### src/hw/rtl/owb_pkg.sv
// ----------------------------------------------------------------------------
// owb_pkg: shared types and constants for the 1-Wire bus master
// Function codes, operation states, timing register set and result record.
// ----------------------------------------------------------------------------
package owb_pkg;

  // Width of the slot/phase tick counter.
  localparam int COUNT_WIDTH = 10;
  // Width used to form timing targets before they are clipped to the counter.
  localparam int EXT_W = (COUNT_WIDTH > 11) ? COUNT_WIDTH : 11;
  localparam logic [COUNT_WIDTH-1:0] CNT_MAX = '1;

  // Input function codes.
  localparam logic [2:0] FUNC_TICK  = 3'd0;
  localparam logic [2:0] FUNC_RESET = 3'd1;
  localparam logic [2:0] FUNC_WBYTE = 3'd2;
  localparam logic [2:0] FUNC_RBYTE = 3'd3;
  localparam logic [2:0] FUNC_WBIT  = 3'd4;
  localparam logic [2:0] FUNC_RBIT  = 3'd5;

  // Phases within a reset sequence or a bit slot.
  localparam logic [1:0] PH_LOW     = 2'd0;
  localparam logic [1:0] PH_RELEASE = 2'd1;
  localparam logic [1:0] PH_TAIL    = 2'd2;

  // Configuration register indexes.
  localparam logic [2:0] REG_RESET_LOW     = 3'd0;
  localparam logic [2:0] REG_PRESENCE_WAIT = 3'd1;
  localparam logic [2:0] REG_RESET_TAIL    = 3'd2;
  localparam logic [2:0] REG_SHORT_LOW     = 3'd3;
  localparam logic [2:0] REG_LONG_LOW      = 3'd4;
  localparam logic [2:0] REG_READ_SAMPLE   = 3'd5;
  localparam logic [2:0] REG_SLOT          = 3'd6;

  typedef enum logic [2:0] {
    OP_IDLE  = 3'd0,
    OP_RESET = 3'd1,
    OP_WBYTE = 3'd2,
    OP_RBYTE = 3'd3,
    OP_WBIT  = 3'd4,
    OP_RBIT  = 3'd5
  } op_t;

  typedef struct packed {
    logic [9:0] reset_low_us;
    logic [9:0] presence_wait_us;
    logic [9:0] reset_tail_us;
    logic [7:0] short_low_us;
    logic [7:0] long_low_us;
    logic [7:0] read_sample_us;
    logic [7:0] slot_us;
  } cfg_t;

  typedef struct packed {
    logic       drive_low;
    logic       busy_res;
    logic       done_res;
    logic       presence;
    logic [7:0] data_out;
    logic       rejected;
  } res_t;

  function automatic logic [COUNT_WIDTH-1:0] clip_cnt(input logic [EXT_W-1:0] v);
    if (v > EXT_W'(CNT_MAX)) begin
      return CNT_MAX;
    end
    return v[COUNT_WIDTH-1:0];
  endfunction

  function automatic logic [EXT_W-1:0] max_ext(input logic [EXT_W-1:0] a,
                                               input logic [EXT_W-1:0] b);
    return (a > b) ? a : b;
  endfunction

endpackage

### src/hw/rtl/owb_cfg_regs.sv
// ----------------------------------------------------------------------------
// owb_cfg_regs: timing register file
// Holds the seven bus timing values, written through the configuration port.
// ----------------------------------------------------------------------------
module owb_cfg_regs
  import owb_pkg::*;
(
  input  logic       clk,
  input  logic       rst_n,
  input  logic       wr_en,
  input  logic [2:0] wr_index,
  input  logic [9:0] wr_data,
  output cfg_t       cfg
);

  cfg_t cfg_r;
  cfg_t cfg_nxt;

  always_comb begin
    cfg_nxt = cfg_r;
    if (wr_en) begin
      case (wr_index)
        REG_RESET_LOW:     cfg_nxt.reset_low_us     = wr_data;
        REG_PRESENCE_WAIT: cfg_nxt.presence_wait_us = wr_data;
        REG_RESET_TAIL:    cfg_nxt.reset_tail_us    = wr_data;
        REG_SHORT_LOW:     cfg_nxt.short_low_us     = wr_data[7:0];
        REG_LONG_LOW:      cfg_nxt.long_low_us      = wr_data[7:0];
        REG_READ_SAMPLE:   cfg_nxt.read_sample_us   = wr_data[7:0];
        REG_SLOT:          cfg_nxt.slot_us          = wr_data[7:0];
        default:           cfg_nxt = cfg_r;
      endcase
    end
  end

  always_ff @(posedge clk) begin
    if (!rst_n) begin
      cfg_r.reset_low_us     <= 10'd480;
      cfg_r.presence_wait_us <= 10'd70;
      cfg_r.reset_tail_us    <= 10'd410;
      cfg_r.short_low_us     <= 8'd6;
      cfg_r.long_low_us      <= 8'd60;
      cfg_r.read_sample_us   <= 8'd9;
      cfg_r.slot_us          <= 8'd70;
    end else begin
      cfg_r <= cfg_nxt;
    end
  end

  assign cfg = cfg_r;

endmodule

### src/hw/rtl/owb_core.sv
// ----------------------------------------------------------------------------
// owb_core: bus sequencing state and per-item update
// Applies one tick or command to the sequencer state on each enabled step.
// ----------------------------------------------------------------------------
module owb_core
  import owb_pkg::*;
(
  input  logic       clk,
  input  logic       rst_n,
  input  logic       step_en,
  input  logic [2:0] func,
  input  logic [7:0] data_in,
  input  logic       line_in,
  input  cfg_t       cfg,
  output res_t       res
);

  op_t                    op_r, op_nxt;
  logic [1:0]             phase_r, phase_nxt;
  logic [COUNT_WIDTH-1:0] cnt_r, cnt_nxt;
  logic [3:0]             bit_idx_r, bit_idx_nxt;
  logic [7:0]             shift_r, shift_nxt;
  logic                   pres_r, pres_nxt;
  logic                   drive_r, drive_nxt;
  logic [7:0]             rd_r, rd_nxt;

  always_comb begin
    logic [COUNT_WIDTH-1:0] cnt_inc;
    logic                   wbit;
    logic [EXT_W-1:0]       low_ext;
    logic [EXT_W-1:0]       samp_ext;
    logic                   slot_end;
    logic                   done;
    logic                   rej;
    logic [3:0]             bi_inc;

    op_nxt      = op_r;
    phase_nxt   = phase_r;
    cnt_nxt     = cnt_r;
    bit_idx_nxt = bit_idx_r;
    shift_nxt   = shift_r;
    pres_nxt    = pres_r;
    drive_nxt   = drive_r;
    rd_nxt      = rd_r;
    slot_end    = 1'b0;
    done        = 1'b0;
    rej         = 1'b0;

    cnt_inc  = (cnt_r < CNT_MAX) ? cnt_r + 1'b1 : cnt_r;
    wbit     = (op_r == OP_WBYTE) ? shift_r[bit_idx_r[2:0]] : shift_r[0];
    low_ext  = EXT_W'(wbit ? cfg.short_low_us : cfg.long_low_us);
    samp_ext = EXT_W'(cfg.short_low_us) + EXT_W'(cfg.read_sample_us);
    bi_inc   = bit_idx_r + 4'd1;

    if (func == FUNC_TICK) begin
      if (op_r != OP_IDLE) begin
        cnt_nxt = cnt_inc;
        case (op_r)
          OP_RESET: begin
            if (phase_r == PH_LOW) begin
              if (cnt_inc >= clip_cnt(EXT_W'(cfg.reset_low_us))) begin
                drive_nxt = 1'b0;
                phase_nxt = PH_RELEASE;
                cnt_nxt   = '0;
              end
            end else if (phase_r == PH_RELEASE) begin
              if (cnt_inc >= clip_cnt(EXT_W'(cfg.presence_wait_us))) begin
                pres_nxt  = ~line_in;
                phase_nxt = PH_TAIL;
                cnt_nxt   = '0;
              end
            end else if (cnt_inc >= clip_cnt(EXT_W'(cfg.reset_tail_us))) begin
              done = 1'b1;
            end
          end
          OP_WBYTE, OP_WBIT: begin
            if (phase_r == PH_LOW) begin
              if (cnt_inc >= clip_cnt(low_ext)) begin
                drive_nxt = 1'b0;
                phase_nxt = PH_RELEASE;
              end
            end else if (cnt_inc >= clip_cnt(max_ext(EXT_W'(cfg.slot_us),
                                                     low_ext + 1'b1))) begin
              slot_end = 1'b1;
            end
          end
          default: begin
            // Read slot: short low pulse, sample, then finish the slot.
            if (phase_r == PH_LOW) begin
              if (cnt_inc >= clip_cnt(EXT_W'(cfg.short_low_us))) begin
                drive_nxt = 1'b0;
                phase_nxt = PH_RELEASE;
              end
            end else if (phase_r == PH_RELEASE) begin
              if (cnt_inc >= clip_cnt(samp_ext)) begin
                if (line_in) begin
                  if (op_r == OP_RBIT) begin
                    shift_nxt = 8'd1;
                  end else begin
                    shift_nxt[bit_idx_r[2:0]] = 1'b1;
                  end
                end
                phase_nxt = PH_TAIL;
              end
            end else if (cnt_inc >= clip_cnt(max_ext(EXT_W'(cfg.slot_us),
                                                     samp_ext + 1'b1))) begin
              slot_end = 1'b1;
            end
          end
        endcase

        if (slot_end) begin
          if (op_r == OP_WBIT) begin
            done = 1'b1;
          end else if (op_r == OP_RBIT) begin
            rd_nxt = {7'd0, shift_r[0]};
            done   = 1'b1;
          end else begin
            bit_idx_nxt = bi_inc;
            if (bi_inc >= 4'd8) begin
              if (op_r == OP_RBYTE) begin
                rd_nxt = shift_r;
              end
              done = 1'b1;
            end else begin
              phase_nxt = PH_LOW;
              cnt_nxt   = '0;
              drive_nxt = 1'b1;
            end
          end
        end

        if (done) begin
          op_nxt    = OP_IDLE;
          phase_nxt = PH_LOW;
          cnt_nxt   = '0;
          drive_nxt = 1'b0;
        end
      end
    end else if (func inside {[FUNC_RESET:FUNC_RBIT]}) begin
      if (op_r != OP_IDLE) begin
        rej = 1'b1;
      end else begin
        op_nxt      = op_t'(func);
        bit_idx_nxt = '0;
        case (func)
          FUNC_WBYTE: shift_nxt = data_in;
          FUNC_WBIT:  shift_nxt = {7'd0, data_in[0]};
          default:    shift_nxt = '0;
        endcase
        phase_nxt = PH_LOW;
        cnt_nxt   = '0;
        drive_nxt = 1'b1;
      end
    end

    res.drive_low = drive_nxt;
    res.busy_res  = (op_nxt != OP_IDLE);
    res.done_res  = done;
    res.presence  = pres_nxt;
    res.data_out  = rd_nxt;
    res.rejected  = rej;
  end

  always_ff @(posedge clk) begin
    if (!rst_n) begin
      op_r      <= OP_IDLE;
      phase_r   <= PH_LOW;
      cnt_r     <= '0;
      bit_idx_r <= '0;
      shift_r   <= '0;
      pres_r    <= 1'b0;
      drive_r   <= 1'b0;
      rd_r      <= '0;
    end else if (step_en) begin
      op_r      <= op_nxt;
      phase_r   <= phase_nxt;
      cnt_r     <= cnt_nxt;
      bit_idx_r <= bit_idx_nxt;
      shift_r   <= shift_nxt;
      pres_r    <= pres_nxt;
      drive_r   <= drive_nxt;
      rd_r      <= rd_nxt;
    end
  end

endmodule

### src/hw/rtl/one_wire_bus_master.sv
// Throughput: one tick or command per clock while the result register is not stalled.
// Each item passes an input register, the sequencer state update in owb_core, and a
// result register, so out_stall holds the input side only when both registers are full.
// Reset (rst_n low, synchronous) idles the sequencer, clears its bus drive, empties both
// registers and loads the default timing values.
// ----------------------------------------------------------------------------
// one_wire_bus_master: 1-Wire bus master timed by microsecond ticks
// Runs reset/presence, byte and bit write/read slots from tick and command items.
// ----------------------------------------------------------------------------
module one_wire_bus_master
  import owb_pkg::*;
(
  input  logic       clk,
  input  logic       rst_n,
  // input channel
  input  logic       in_valid,
  output logic       in_stall,
  input  logic [2:0] in_func,
  input  logic [7:0] in_data_in,
  input  logic       in_line_in,
  // result channel
  output logic       out_valid,
  input  logic       out_stall,
  output logic       out_drive_low,
  output logic       out_busy_res,
  output logic       out_done_res,
  output logic       out_presence,
  output logic [7:0] out_data_out,
  output logic       out_rejected,
  // configuration channel
  input  logic       cfg_valid,
  output logic       cfg_ready,
  input  logic [2:0] cfg_index,
  input  logic [9:0] cfg_data
);

  logic       s1_valid_r;
  logic [2:0] s1_func_r;
  logic [7:0] s1_data_r;
  logic       s1_line_r;
  logic       out_valid_r;
  res_t       out_res_r;

  logic       advance;
  logic       in_take;
  cfg_t       cfg;
  res_t       step_res;

  // The update stage moves when the result register is free or being drained.
  assign advance  = s1_valid_r && (!out_valid_r || !out_stall);
  assign in_stall = s1_valid_r && !advance;
  assign in_take  = in_valid && !in_stall;
  assign cfg_ready = 1'b1;

  owb_cfg_regs u_cfg (
    .clk      (clk),
    .rst_n    (rst_n),
    .wr_en    (cfg_valid && cfg_ready),
    .wr_index (cfg_index),
    .wr_data  (cfg_data),
    .cfg      (cfg)
  );

  owb_core u_core (
    .clk     (clk),
    .rst_n   (rst_n),
    .step_en (advance),
    .func    (s1_func_r),
    .data_in (s1_data_r),
    .line_in (s1_line_r),
    .cfg     (cfg),
    .res     (step_res)
  );

  always_ff @(posedge clk) begin
    if (!rst_n) begin
      s1_valid_r  <= 1'b0;
      out_valid_r <= 1'b0;
    end else begin
      if (in_take) begin
        s1_valid_r <= 1'b1;
      end else if (advance) begin
        s1_valid_r <= 1'b0;
      end
      if (advance) begin
        out_valid_r <= 1'b1;
      end else if (!out_stall) begin
        out_valid_r <= 1'b0;
      end
    end
  end

  always_ff @(posedge clk) begin
    if (in_take) begin
      s1_func_r <= in_func;
      s1_data_r <= in_data_in;
      s1_line_r <= in_line_in;
    end
    if (advance) begin
      out_res_r <= step_res;
    end
  end

  assign out_valid     = out_valid_r;
  assign out_drive_low = out_res_r.drive_low;
  assign out_busy_res  = out_res_r.busy_res;
  assign out_done_res  = out_res_r.done_res;
  assign out_presence  = out_res_r.presence;
  assign out_data_out  = out_res_r.data_out;
  assign out_rejected  = out_res_r.rejected;

  // A completed command leaves the sequencer idle.
  a_done_idle: assert property (@(posedge clk) disable iff (!rst_n)
    (out_valid_r && out_res_r.done_res) |-> !out_res_r.busy_res)
    else $error("done reported while still busy");

  // A dropped command can only happen while another one is running.
  a_reject_busy: assert property (@(posedge clk) disable iff (!rst_n)
    (out_valid_r && out_res_r.rejected) |-> out_res_r.busy_res)
    else $error("command rejected while idle");

  // The bus is never pulled low by an idle master.
  a_drive_busy: assert property (@(posedge clk) disable iff (!rst_n)
    (out_valid_r && out_res_r.drive_low) |-> out_res_r.busy_res)
    else $error("bus driven low while idle");

  // The input register is only held when a stalled result blocks the update.
  a_stall_cause: assert property (@(posedge clk) disable iff (!rst_n)
    in_stall |-> (s1_valid_r && out_valid_r && out_stall))
    else $error("input stalled without a blocked result");

endmodule
### config.mk
export PLATFORM = sky130hd
export DESIGN_NAME = one_wire_bus_master
export DESIGN_NICKNAME = d
export VERILOG_FILES = /design/src/hw/rtl/owb_pkg.sv /design/src/hw/rtl/owb_cfg_regs.sv /design/src/hw/rtl/owb_core.sv /design/src/hw/rtl/one_wire_bus_master.sv
export SDC_FILE = /design/constraint.sdc
export NUM_CORES = 1
export LEC_CHECK = 0
export BUFFER_PORTS_ARGS = -buffer_cell sky130_fd_sc_hd__buf_2
export CAP_MARGIN = 10
export CORE_MARGIN = 3
export CORE_UTILIZATION = 50
export DETAILED_ROUTE_END_ITERATION = 6
export PLACE_DENSITY = 0.79
export SYNTH_ARGS = -nofsm -noshare
export SYNTH_HDL_FRONTEND = slang
export SYNTH_SLANG_ARGS = --single-unit
### constraint.sdc
create_clock -name clk -period 15.7 [get_ports clk]
set_input_delay 0 -clock clk [delete_from_list [all_inputs] [get_ports clk]]
set_output_delay 0 -clock clk [all_outputs]
set_load 0.01 [all_outputs]
# [After elaboration in Yosys (flattened, before gate mapping)]
# Index checks and enable logic that the tools add are counted.
# W data, S select, Z words.
[totals] mem_bits_ro=0 mem_bits_rw=0 register_bits=126 elab_cells=276 memories=0 latch_bits=0
[op_classes] muxes=166 n_bitwise=3 add_sub_neg=5 multipliers=0 n_reduce_logical=31 n_div=0 n_lt_le_gt_ge=20 eq_ne=25 n_shift=0
[op_table] operator="$mux W10" n=41
[op_table] operator="$mux W8" n=18
[op_table] operator="$ge A10 B10 Y1" n=7
[op_table] operator="$mux W1" n=68
[op_table] operator="$gt A11 B10 Y1 const B" n=4
[op_table] operator="$mux W2" n=19
[op_table] operator="$mux W4" n=7
[op_table] operator="$add A11 B1 Y11 const B" n=2
[op_table] operator="$gt A8 B11 Y1" n=2
[op_table] operator="$mux W11" n=2
[op_table] operator="$eq A3 B3 Y1 const B" n=6
[op_table] operator="$ne A2 B2 Y1 const B" n=9
[op_table] operator="$pmux W8 S2" n=1
[op_table] operator="$reduce_and A2 Y1" n=8
[op_table] operator="$eq A3 B2 Y1 const B" n=5
[op_table] operator="$mux W3" n=5
[op_table] operator="$add A10 B1 Y10 const B" n=1
[op_table] operator="$ge A10 B8 Y1" n=1
[op_table] operator="$lt A10 B10 Y1 const B" n=1
[op_table] operator="$add A8 B8 Y9" n=1
[op_table] operator="$reduce_and A9 Y1" n=1
[op_table] operator="$or A8 B8 Y8" n=1
[op_table] operator="$reduce_and A7 Y1" n=1
[op_table] operator="$eq A3 B1 Y1 const B" n=2
[op_table] operator="other kinds (22)" n=37

# [Logic depth before layout (Yosys ltp)]
# Gate-level depths: netlist (run 1).
[depth] ltp_word=31 ltp_mapped=30

# [Hierarchy]
# A second synthesis (run 1) with hierarchy kept.
[hier_totals] cells_unflattened=1003 hier_area_um2=9004.9
[modules_own_cells] mod="owb_core" instances=1 cells_each=737 area_each_um2=5744.3
[modules_own_cells] mod="owb_cfg_regs" instances=1 cells_each=231 area_each_um2=2414.8
[modules_own_cells] mod="one_wire_bus_master" instances=1 cells_each=35 area_each_um2=845.8

# [Least setup slack after synthesis (run 1)]
# OpenSTA, ideal clock, no wires.
[synth_path] kind="register to register" from="register u_core.op_r[0]" to="register out_res_r (netlist bit out_busy_res), data pin" synth_period_minus_slack_ns=6.082 path_stages_with_launch=29 t_required_ns=15.439 setup_slack_ns=9.618 setup_ns=0.261 arrival_ns=5.821 cell_sequence="dfxtp_1 buf_2 nor3b_4 a31oi_1 o21a_1 o221ai_4 buf_4 mux2i_1 inv_1 ha_1 and3_1 nand3_1 mux2_4 xnor2_1 ha_1 nand2_1 nor3_1 o31ai_1 and2_4 buf_6 mux2_1 ha_1 o211ai_1 o21a_1 o21ai_0 a311o_1 a21oi_2 or3_1 a221o_1"
[synth_lines] item="from (decl)" line_no="owb_core.sv:18" text="op_t op_r, op_nxt;"
[synth_lines] item="from (signal assigned)" line_no="owb_core.sv:176" text="op_r <= op_nxt;"
[synth_lines] item="to (signal assigned)" line_no="one_wire_bus_master.sv:100" text="out_res_r <= step_res;"
[synth_lines] item="to (decl)" line_no="one_wire_bus_master.sv:42" text="res_t out_res_r;"

# [Worst setup path in the final report (run 1)]
[layout_path] from="register u_core.op_r[1]" to="register u_core.phase_r[0]"
[layout_via] elab_chain_len=29
[layout_rtl] item="$eq A3 B2 Y1" line_no="owb_core.sv:50, owb_core.sv:58"
[layout_rtl] item="$mux W1" line_no="owb_core.sv:50" text="wbit = (op_r == OP_WBYTE) ? shift_r[bit_idx_r[2:0]] : shift_r[0];"
[layout_rtl] item="$mux W8" line_no="owb_core.sv:51" text="low_ext = EXT_W'(wbit ? cfg.short_low_us : cfg.long_low_us);"
[layout_rtl] item="$add A11 B1 Y11" line_no="owb_core.sv:83" text="low_ext + 1'b1))) begin"
[layout_rtl] item="$gt A8 B11 Y1" line_no="owb_pkg.sv:72" text="return (a > b) ? a : b;"
[layout_rtl] item="$mux W11" line_no="owb_pkg.sv:72"
[layout_rtl] item="$gt A11 B10 Y1" line_no="owb_pkg.sv:64" text="if (v > EXT_W'(CNT_MAX)) begin"
[layout_rtl] item="$mux W1" line_no="owb_pkg.sv:64"
[layout_rtl] item="(+13 left out)"
[layout_rtl] item="$mux W1" line_no="owb_core.sv:56" text="if (op_r != OP_IDLE) begin"
[layout_rtl] item="$mux W1" line_no="owb_core.sv:55" text="if (func == FUNC_TICK) begin"
[layout_rtl] item="$mux W1" line_no="owb_core.sv:112" text="if (slot_end) begin"
[layout_rtl] item="$mux W1" line_no="owb_core.sv:56"
[layout_rtl] item="$mux W1" line_no="owb_core.sv:55"
[layout_rtl] item="$mux W2" line_no="owb_core.sv:133" text="if (done) begin"
[layout_rtl] item="$mux W2" line_no="owb_core.sv:56"
[layout_rtl] item="$mux W2" line_no="owb_core.sv:55"
[layout_rtl] item="to (signal assigned)" line_no="owb_core.sv:177" text="phase_r <= phase_nxt;"
[layout_rtl] item="to (decl)" line_no="owb_core.sv:19" text="logic [1:0] phase_r, phase_nxt;"
# Several ways; a longest one is shown, not always the timed one. The select of a mux whose other input is x is not followed.
# A chain may end at the register's enable or synchronous reset.

==> reports/results.ini, run 1 <==
[clocking]
cts_tree=built
cts_buffer_depth=2
path_clk_slew_ns=0.06
htreeDepth=4
post_cts_buffers=0
clock_latency_ns=0.43
cts_made_buffers=17
clock-root-buffer=clkbuf_16
cts_resized=0
cts_sinks=126

[setup_path]
cp-end-kind=flip-flop
arrival_ns=7.29
worstPathMaxFanout=17
required_ns=16.04
startpoint_type=flip-flop
critPathKind=reg2reg

[yosys]
synth_xor_area_share_pct=2.825
synth-simple-area-share_pct=20.16
synthTopCellsByCount=nand2_1 (174), ha_1 (103), dfxtp_1 (101)
ys_types=74
synth_top_area_share_pct=24.16
yosys.area_share.adder_pct=15.64
netlist_area_mm2=0.008371
synth_compound_area_share_pct=19.12
synth_area_leaders=dfxtp_1 (24%), ha_1 (15%), edfxtp_1 (9.0%), nand2_1 (7.8%), a21oi_1 (5.0%)
syn-mean-instance-area_um2=8.404
synth_ff_type=dfxtp_1
ys_warn_count=0
synth_nets=1130
synth_seq_area_share_pct=33.12
synth_area_leader_cell=dfxtp_1
synth_edf_count=25
synth_cells=996
ys_async_sr_fraction_pct=0
synth_top_family_by_area=simple AND/OR/NAND/NOR gates
synth-seq-cells=126
synth.most_common_cell=nand2_1
synthMuxAreaShare_pct=4.350

[place]
place_hpwl_mm=15.96
gp_congestion=0.9471
dpl_cell_area_mm2=0.008783
dp.cells=1237
numPortBuffers=44

[worst_hold_path]
worstHoldPathType=in2reg

[final_layout]
nNetsFinal=1198
design_area_mm2=0.009620
syn2layout_area_growth_pct=14.93
drive_gt1_share_pct=10.58
final_cells=1293
antenna_cells=0

[global_route]
grt_pass1_vias=7242
grt_pass1_wl_mm=36.78
globalRouteTotalUtil_pct=25.25
grt_max_degree=42
antenna_found_initial=0
globalRouteOverflowTotal=0

[floorplanning]
die-width_um=135.4
core_area_mm2=0.01612
start_util_pct=51.94
dieArea_mm2=0.01833
dieHeight_um=135.4
pin_count=46
rows=46

[run]
maxCapViolCount=0

[route]
drtIter0Drc=757
drt_wl_total_mm=22.93
drc=0
vias=7705
antenna_left=0
post_drt_wl_per_cell_um=17.73
via_per_inst=5.959
dr.pass1.iters=5

[sta]
rsz0062_at_grt=no
setup_viol=0
worstMarginPinSlew_ns=1.118
setup-tns-final_ns=0
slew_headroom_pct=25.32
hold_viol_final=0
finalMaxSlewViolations=0
fin_skew_ns=0.01846
min_period_ns=6.953
max_freq_mhz=143.8
fin_crit_sh_pct=44.29

[power]
power_density_mw_per_mm2=88.10
finalPower_mw=0.8476
ir_worst_vdd_mv=0.08496
leakagePower_nw=4.158

[status]
status=complete, no violations

[where the power goes]
part	internal (mW)	switching [mW]	total [mW]
clock network	0.241	0.162	0.403
registers	0.339	0.00786	0.347
logic	0.0394	0.0581	0.0974
total	0.620	0.228	0.848
[flip-flops by register name, summed over array words and instances, names as in the netlist]
register          count
s1_func_r             3
u_core.phase_r        2
u_cfg.cfg            62
u_core.pres_r         1
out_drive_low         1
out_data_out          8
u_core.bit_idx_r      4
out_presence          1
out_valid             1
u_core.cnt_r         10
out_rejected          1
u_core.drive_r        1
u_core.shift_r        8
s1_valid_r            1
out_busy_res          1
s1_line_r             1
u_core.rd_r           8
out_done_res          1
s1_data_r             8
u_core.op_r           3
[final timing paths]
kind | startpoint | endpoint | slack, ns | depth (start not counted)
worst max-delay path | u_core.op_r[1] | u_core.phase_r[0] | 8.75 | 26
worst min-delay path | cfg_index[1] | u_cfg.cfg[30] | 0.13 | 4
worst max register to register | u_core.op_r[1] | u_core.phase_r[0] | 8.75 | 26
worst min register to register | u_cfg.cfg[51] | u_cfg.cfg[51] | 0.45 | 2
[routing by layer]
metal | vias up | share of wire, % | GRT usage [%]
met5 | - | 0 | 0
met4 | 0 | 3.7 | 10.69
met3 | 68 | 7.3 | 5.275
met2 | 321 | 47 | 40.43
met1 | 3604 | 42 | 33.18
li1 | 3712 | - | -
[what timing repair did]
item,in CTS,in global routing
hold buffers,24,0
hold endpoints to repair,76,0
endpoints found under the setup margin,0,0
[cell type report]
| cell class | instances | area, um^2 |
|---|---|---|
| clock buffers | 18 | 439.2 |
| inverters | 67 | 251.5 |
| multi-input cells | 775 | 5201 |
| well taps | 216 | 270.3 |
| clock inverters | 14 | 157.7 |
| repair buffers | 77 | 528.0 |
| flip-flops and latches | 126 | 2773 |
| fillers | 1370 | 6495 |
[logic make-up after synthesis]
kind of cell,after synthesis
and+or+nand+nor,365
AOI/OAI and AO/OA,245
DFF,126
adders and majority gates,104
buffers and inverters,95
muxes,33
xor gates and xnor gates,27
other,1
[cell usage in the layout, fill, tap and decap left out, types with 7 or more instances in the layout]
master / Yosys / layout
a211oi_1: 9 / 9
a21o_1: 15 / 15
a21oi_1: 83 / 83
a22o_1: 15 / 15
a31oi_1: 11 / 11
and3_1: 9 / 9
buf_2: 5 / 44
buf_4: 3 / 9
clkbuf_16: 0 / 17
dfxtp_1: 101 / 101
dlygate4sd3_1: 0 / 24
edfxtp_1: 25 / 25
ha_1: 103 / 103
inv_1: 66 / 66
mux2_2: 12 / 12
mux2i_1: 18 / 18
nand2_1: 174 / 174
nand2b_1: 18 / 18
nand3_1: 39 / 39
nand4_1: 19 / 19
nor2_1: 51 / 51
nor2b_1: 11 / 11
nor3_1: 15 / 15
o211ai_1: 21 / 21
o21a_1: 9 / 9
o21ai_0: 43 / 43
or3_1: 7 / 7
xnor2_1: 18 / 18
xor2_1: 9 / 9
[critical path, stage by stage, from the launching register on]
cell and delay [ns]:
dfxtp_1 0.50, nor3b_4 0.36, a31oi_1 0.13, o21a_1 0.22, o221ai_4 0.53, mux2i_1 0.20, inv_1 0.15, ha_1 0.21
and3_1 0.21, nand3_1 0.09, mux2_4 0.30, xnor2_1 0.21, ha_1 0.27, nand2_1 0.07, nor3_1 0.06, o31ai_1 0.61
and2_4 0.32, mux2_1 0.34, ha_1 0.30, a211oi_1 0.27, o21a_1 0.15, o21ai_0 0.08, a311o_1 0.34, a21oi_2 0.30
and2_0 0.33, a21oi_1 0.11, o32ai_1 0.21
[per-stage QoR]
| stage | setup slack [ns] | utilization (%) | hold slack, ns |
|---|---|---|---|
| 5_1_grt | 8.187 | 59.70 | 0.1627 |
| 4_1_cts | 8.839 | 59.70 | 0.1079 |
| 3_3_place_gp | 9.079 | 54.50 | 0.1762 |
| 3_5_place_dp | 8.896 | 54.50 | 0.1787 |
| 6_report | 8.747 | 59.70 | 0.1308 |
| 2_1_floorplan | 9.618 | - | 0.09887 |
No activity file was read; power rests on OpenSTA's default activity.
==> inputs of run 2 (changes only) <==
- clock period: 15.7 -> 7.1 ns (I/O delays scaled with it)
==> reports/results.ini, run 2 (synthesized netlist as in run 1, its figures left out) <==
[sta]
hold_viol_final=0
rsz0062_at_grt=no
max_freq_mhz=153.5
worstMarginPinSlew_ns=1.136
setup-tns-final_ns=0
fin_crit_sh_pct=91.78
min_period_ns=6.516
hold_ws_ns=0.1181
fin_skew_ns=0.009932
setup_viol=0
slew_headroom_pct=24.08
finalMaxSlewViolations=0

[global_route]
grt_pass1_vias=7407
grtUsageMet1_pct=34.28
use_met3_pct=5.423
grt_max_degree=57
grt_pass1_wl_mm=37.73
antenna_found_initial=0
globalRouteOverflowTotal=0
gr-usage-met2_pct=41.23
globalRouteTotalUtil_pct=25.82
grt_busiest_layer=met2

[clocking]
cts_made_buffers=17
path_clk_slew_ns=0.06
clock_latency_ns=0.43
cts_sinks=126
htreeDepth=4
cts_resized=0
cts_buffer_depth=2
cts_tree=built
clock-root-buffer=clkbuf_16

[route]
vias=7695
antenna_left=0
post_drt_wl_per_cell_um=17.87
drtIter0Drc=622
drt_wl_total_mm=23.16
via_per_inst=5.938
drc=0
dr.pass1.iters=6

[setup_path]
required_ns=7.44
startpoint_type=flip-flop
critPathMaxStageDelay_ns=0.51
cp-end-kind=flip-flop
crit_top_cell=ha_1
arrival_ns=6.85
worstPathMaxFanout=16
critPathKind=reg2reg
slowest_stage=dfxtp_1

[floorplanning]
pin_count=46
die-width_um=135.4
dieHeight_um=135.4
start_util_pct=51.94
core_area_mm2=0.01612
rows=46
dieArea_mm2=0.01833

[final_layout]
layout_commonest_cell=nand2_1
seq_area_mm2=0.002773
largest_reg_flops=62
drive_gt1_share_pct=10.83
syn2layout_area_growth_pct=15.14
fillers=1391
antenna_cells=0
nNetsFinal=1201
final_cell_mix=nand2_1 (174), ha_1 (103), dfxtp_1 (101)
multiInputGateArea_mm2=0.005201
utilization_pct=59.81

[run]
maxCapViolCount=0

[place]
numPortBuffers=44
gp_congestion=0.9417
place_hpwl_mm=16.15

[power]
power_density_mw_per_mm2=194.1
p_int_mw=1.370
leakagePower_nw=4.171
p_seq_share_pct=41.1
p_sw_share_pct=26.72
switching_power_mw=0.4998
p_comb_share_pct=11.6
ir_worst_vdd_mv=0.1607
pwr-share-clk_pct=47.3

[status]
status=complete, no violations

[worst_hold_path]
worstHoldPathType=in2reg

## run 2: cell count changes in the layout (fill, tap and decap cells not counted), sizes merged
| cell | previous run | this run |
|---|---|---|
| clkinv | 7 | 6 |
| buf | 53 | 56 |
| inv | 71 | 72 |
## run 2: what timing repair did
item,in CTS,in global routing
hold buffers,24,0
setup buffers,0,0
hold endpoints to repair,75,0
## run 2: power by group through the flow
| stage | Clock [mW] | Sequential, mW | Combinational, mW |
|---|---|---|---|
| final | 0.885 | 0.768 | 0.217 |
| after global routing | 0.920 | 0.769 | 0.242 |
| after detailed placement | 0 | 0.782 | 0.200 |
| after floorplan | 0 | 0.777 | 0.144 |
| after global placement | 0 | 0.781 | 0.197 |
| after CTS | 0.885 | 0.767 | 0.213 |
## run 2: worst max-delay path: cells and delay by family (launching register included)
family          cells  cell delay, ns
compound gates     12            2.22
xor+xnor            1            0.15
fa+ha+maj           3            0.80
buf+inv             3            0.54
flops               1            0.51
mux                 3            0.77
simple gates        7            1.44
## run 2: through the flow
| step | area (um^2) | total power, mW | setup slack [ns] | std cells |
|---|---|---|---|---|
| after floorplan | 8371 | 0.9203 | 1.018 | 996 |
| after global placement | 8806 | 0.9777 | 0.8842 | 1240 |
| after detailed placement | 8806 | 0.9819 | 0.6551 | 1240 |
| after CTS | 9638 | 1.864 | 0.6238 | 1296 |
| after global routing | 9638 | 1.931 | 0.03490 | 1296 |
| final | 9638 | 1.870 | 0.5838 | 1296 |
## run 2: area by class of cell
cell class,count,area share [%]
clock buffers,18,4.557
clock inverters,14,1.584
inverters,67,2.609
multi-input cells,775,53.97
flip-flops and latches,126,28.77
well taps,216,2.804
repair buffers,80,5.712
## run 2: metal layers
metal  vias to the layer above  wire length, um
li1                       3712                -
met1                      3562             9779
met2                       355            10660
met3                        66             1859
met4                         0              867
met5                         -                0
## run 2: path summary, 6_finish.rpt
check / startpoint / end / slack [ns] / depth (start not counted)
worst max-delay path: u_core.op_r[1] / u_core.phase_r[0] / 0.58 / 29
worst min-delay path: cfg_index[1] / u_cfg.cfg[24] / 0.12 / 4
worst max register to register: u_core.op_r[1] / u_core.phase_r[0] / 0.58 / 29
worst min register to register: u_cfg.cfg[49] / u_cfg.cfg[49] / 0.45 / 2
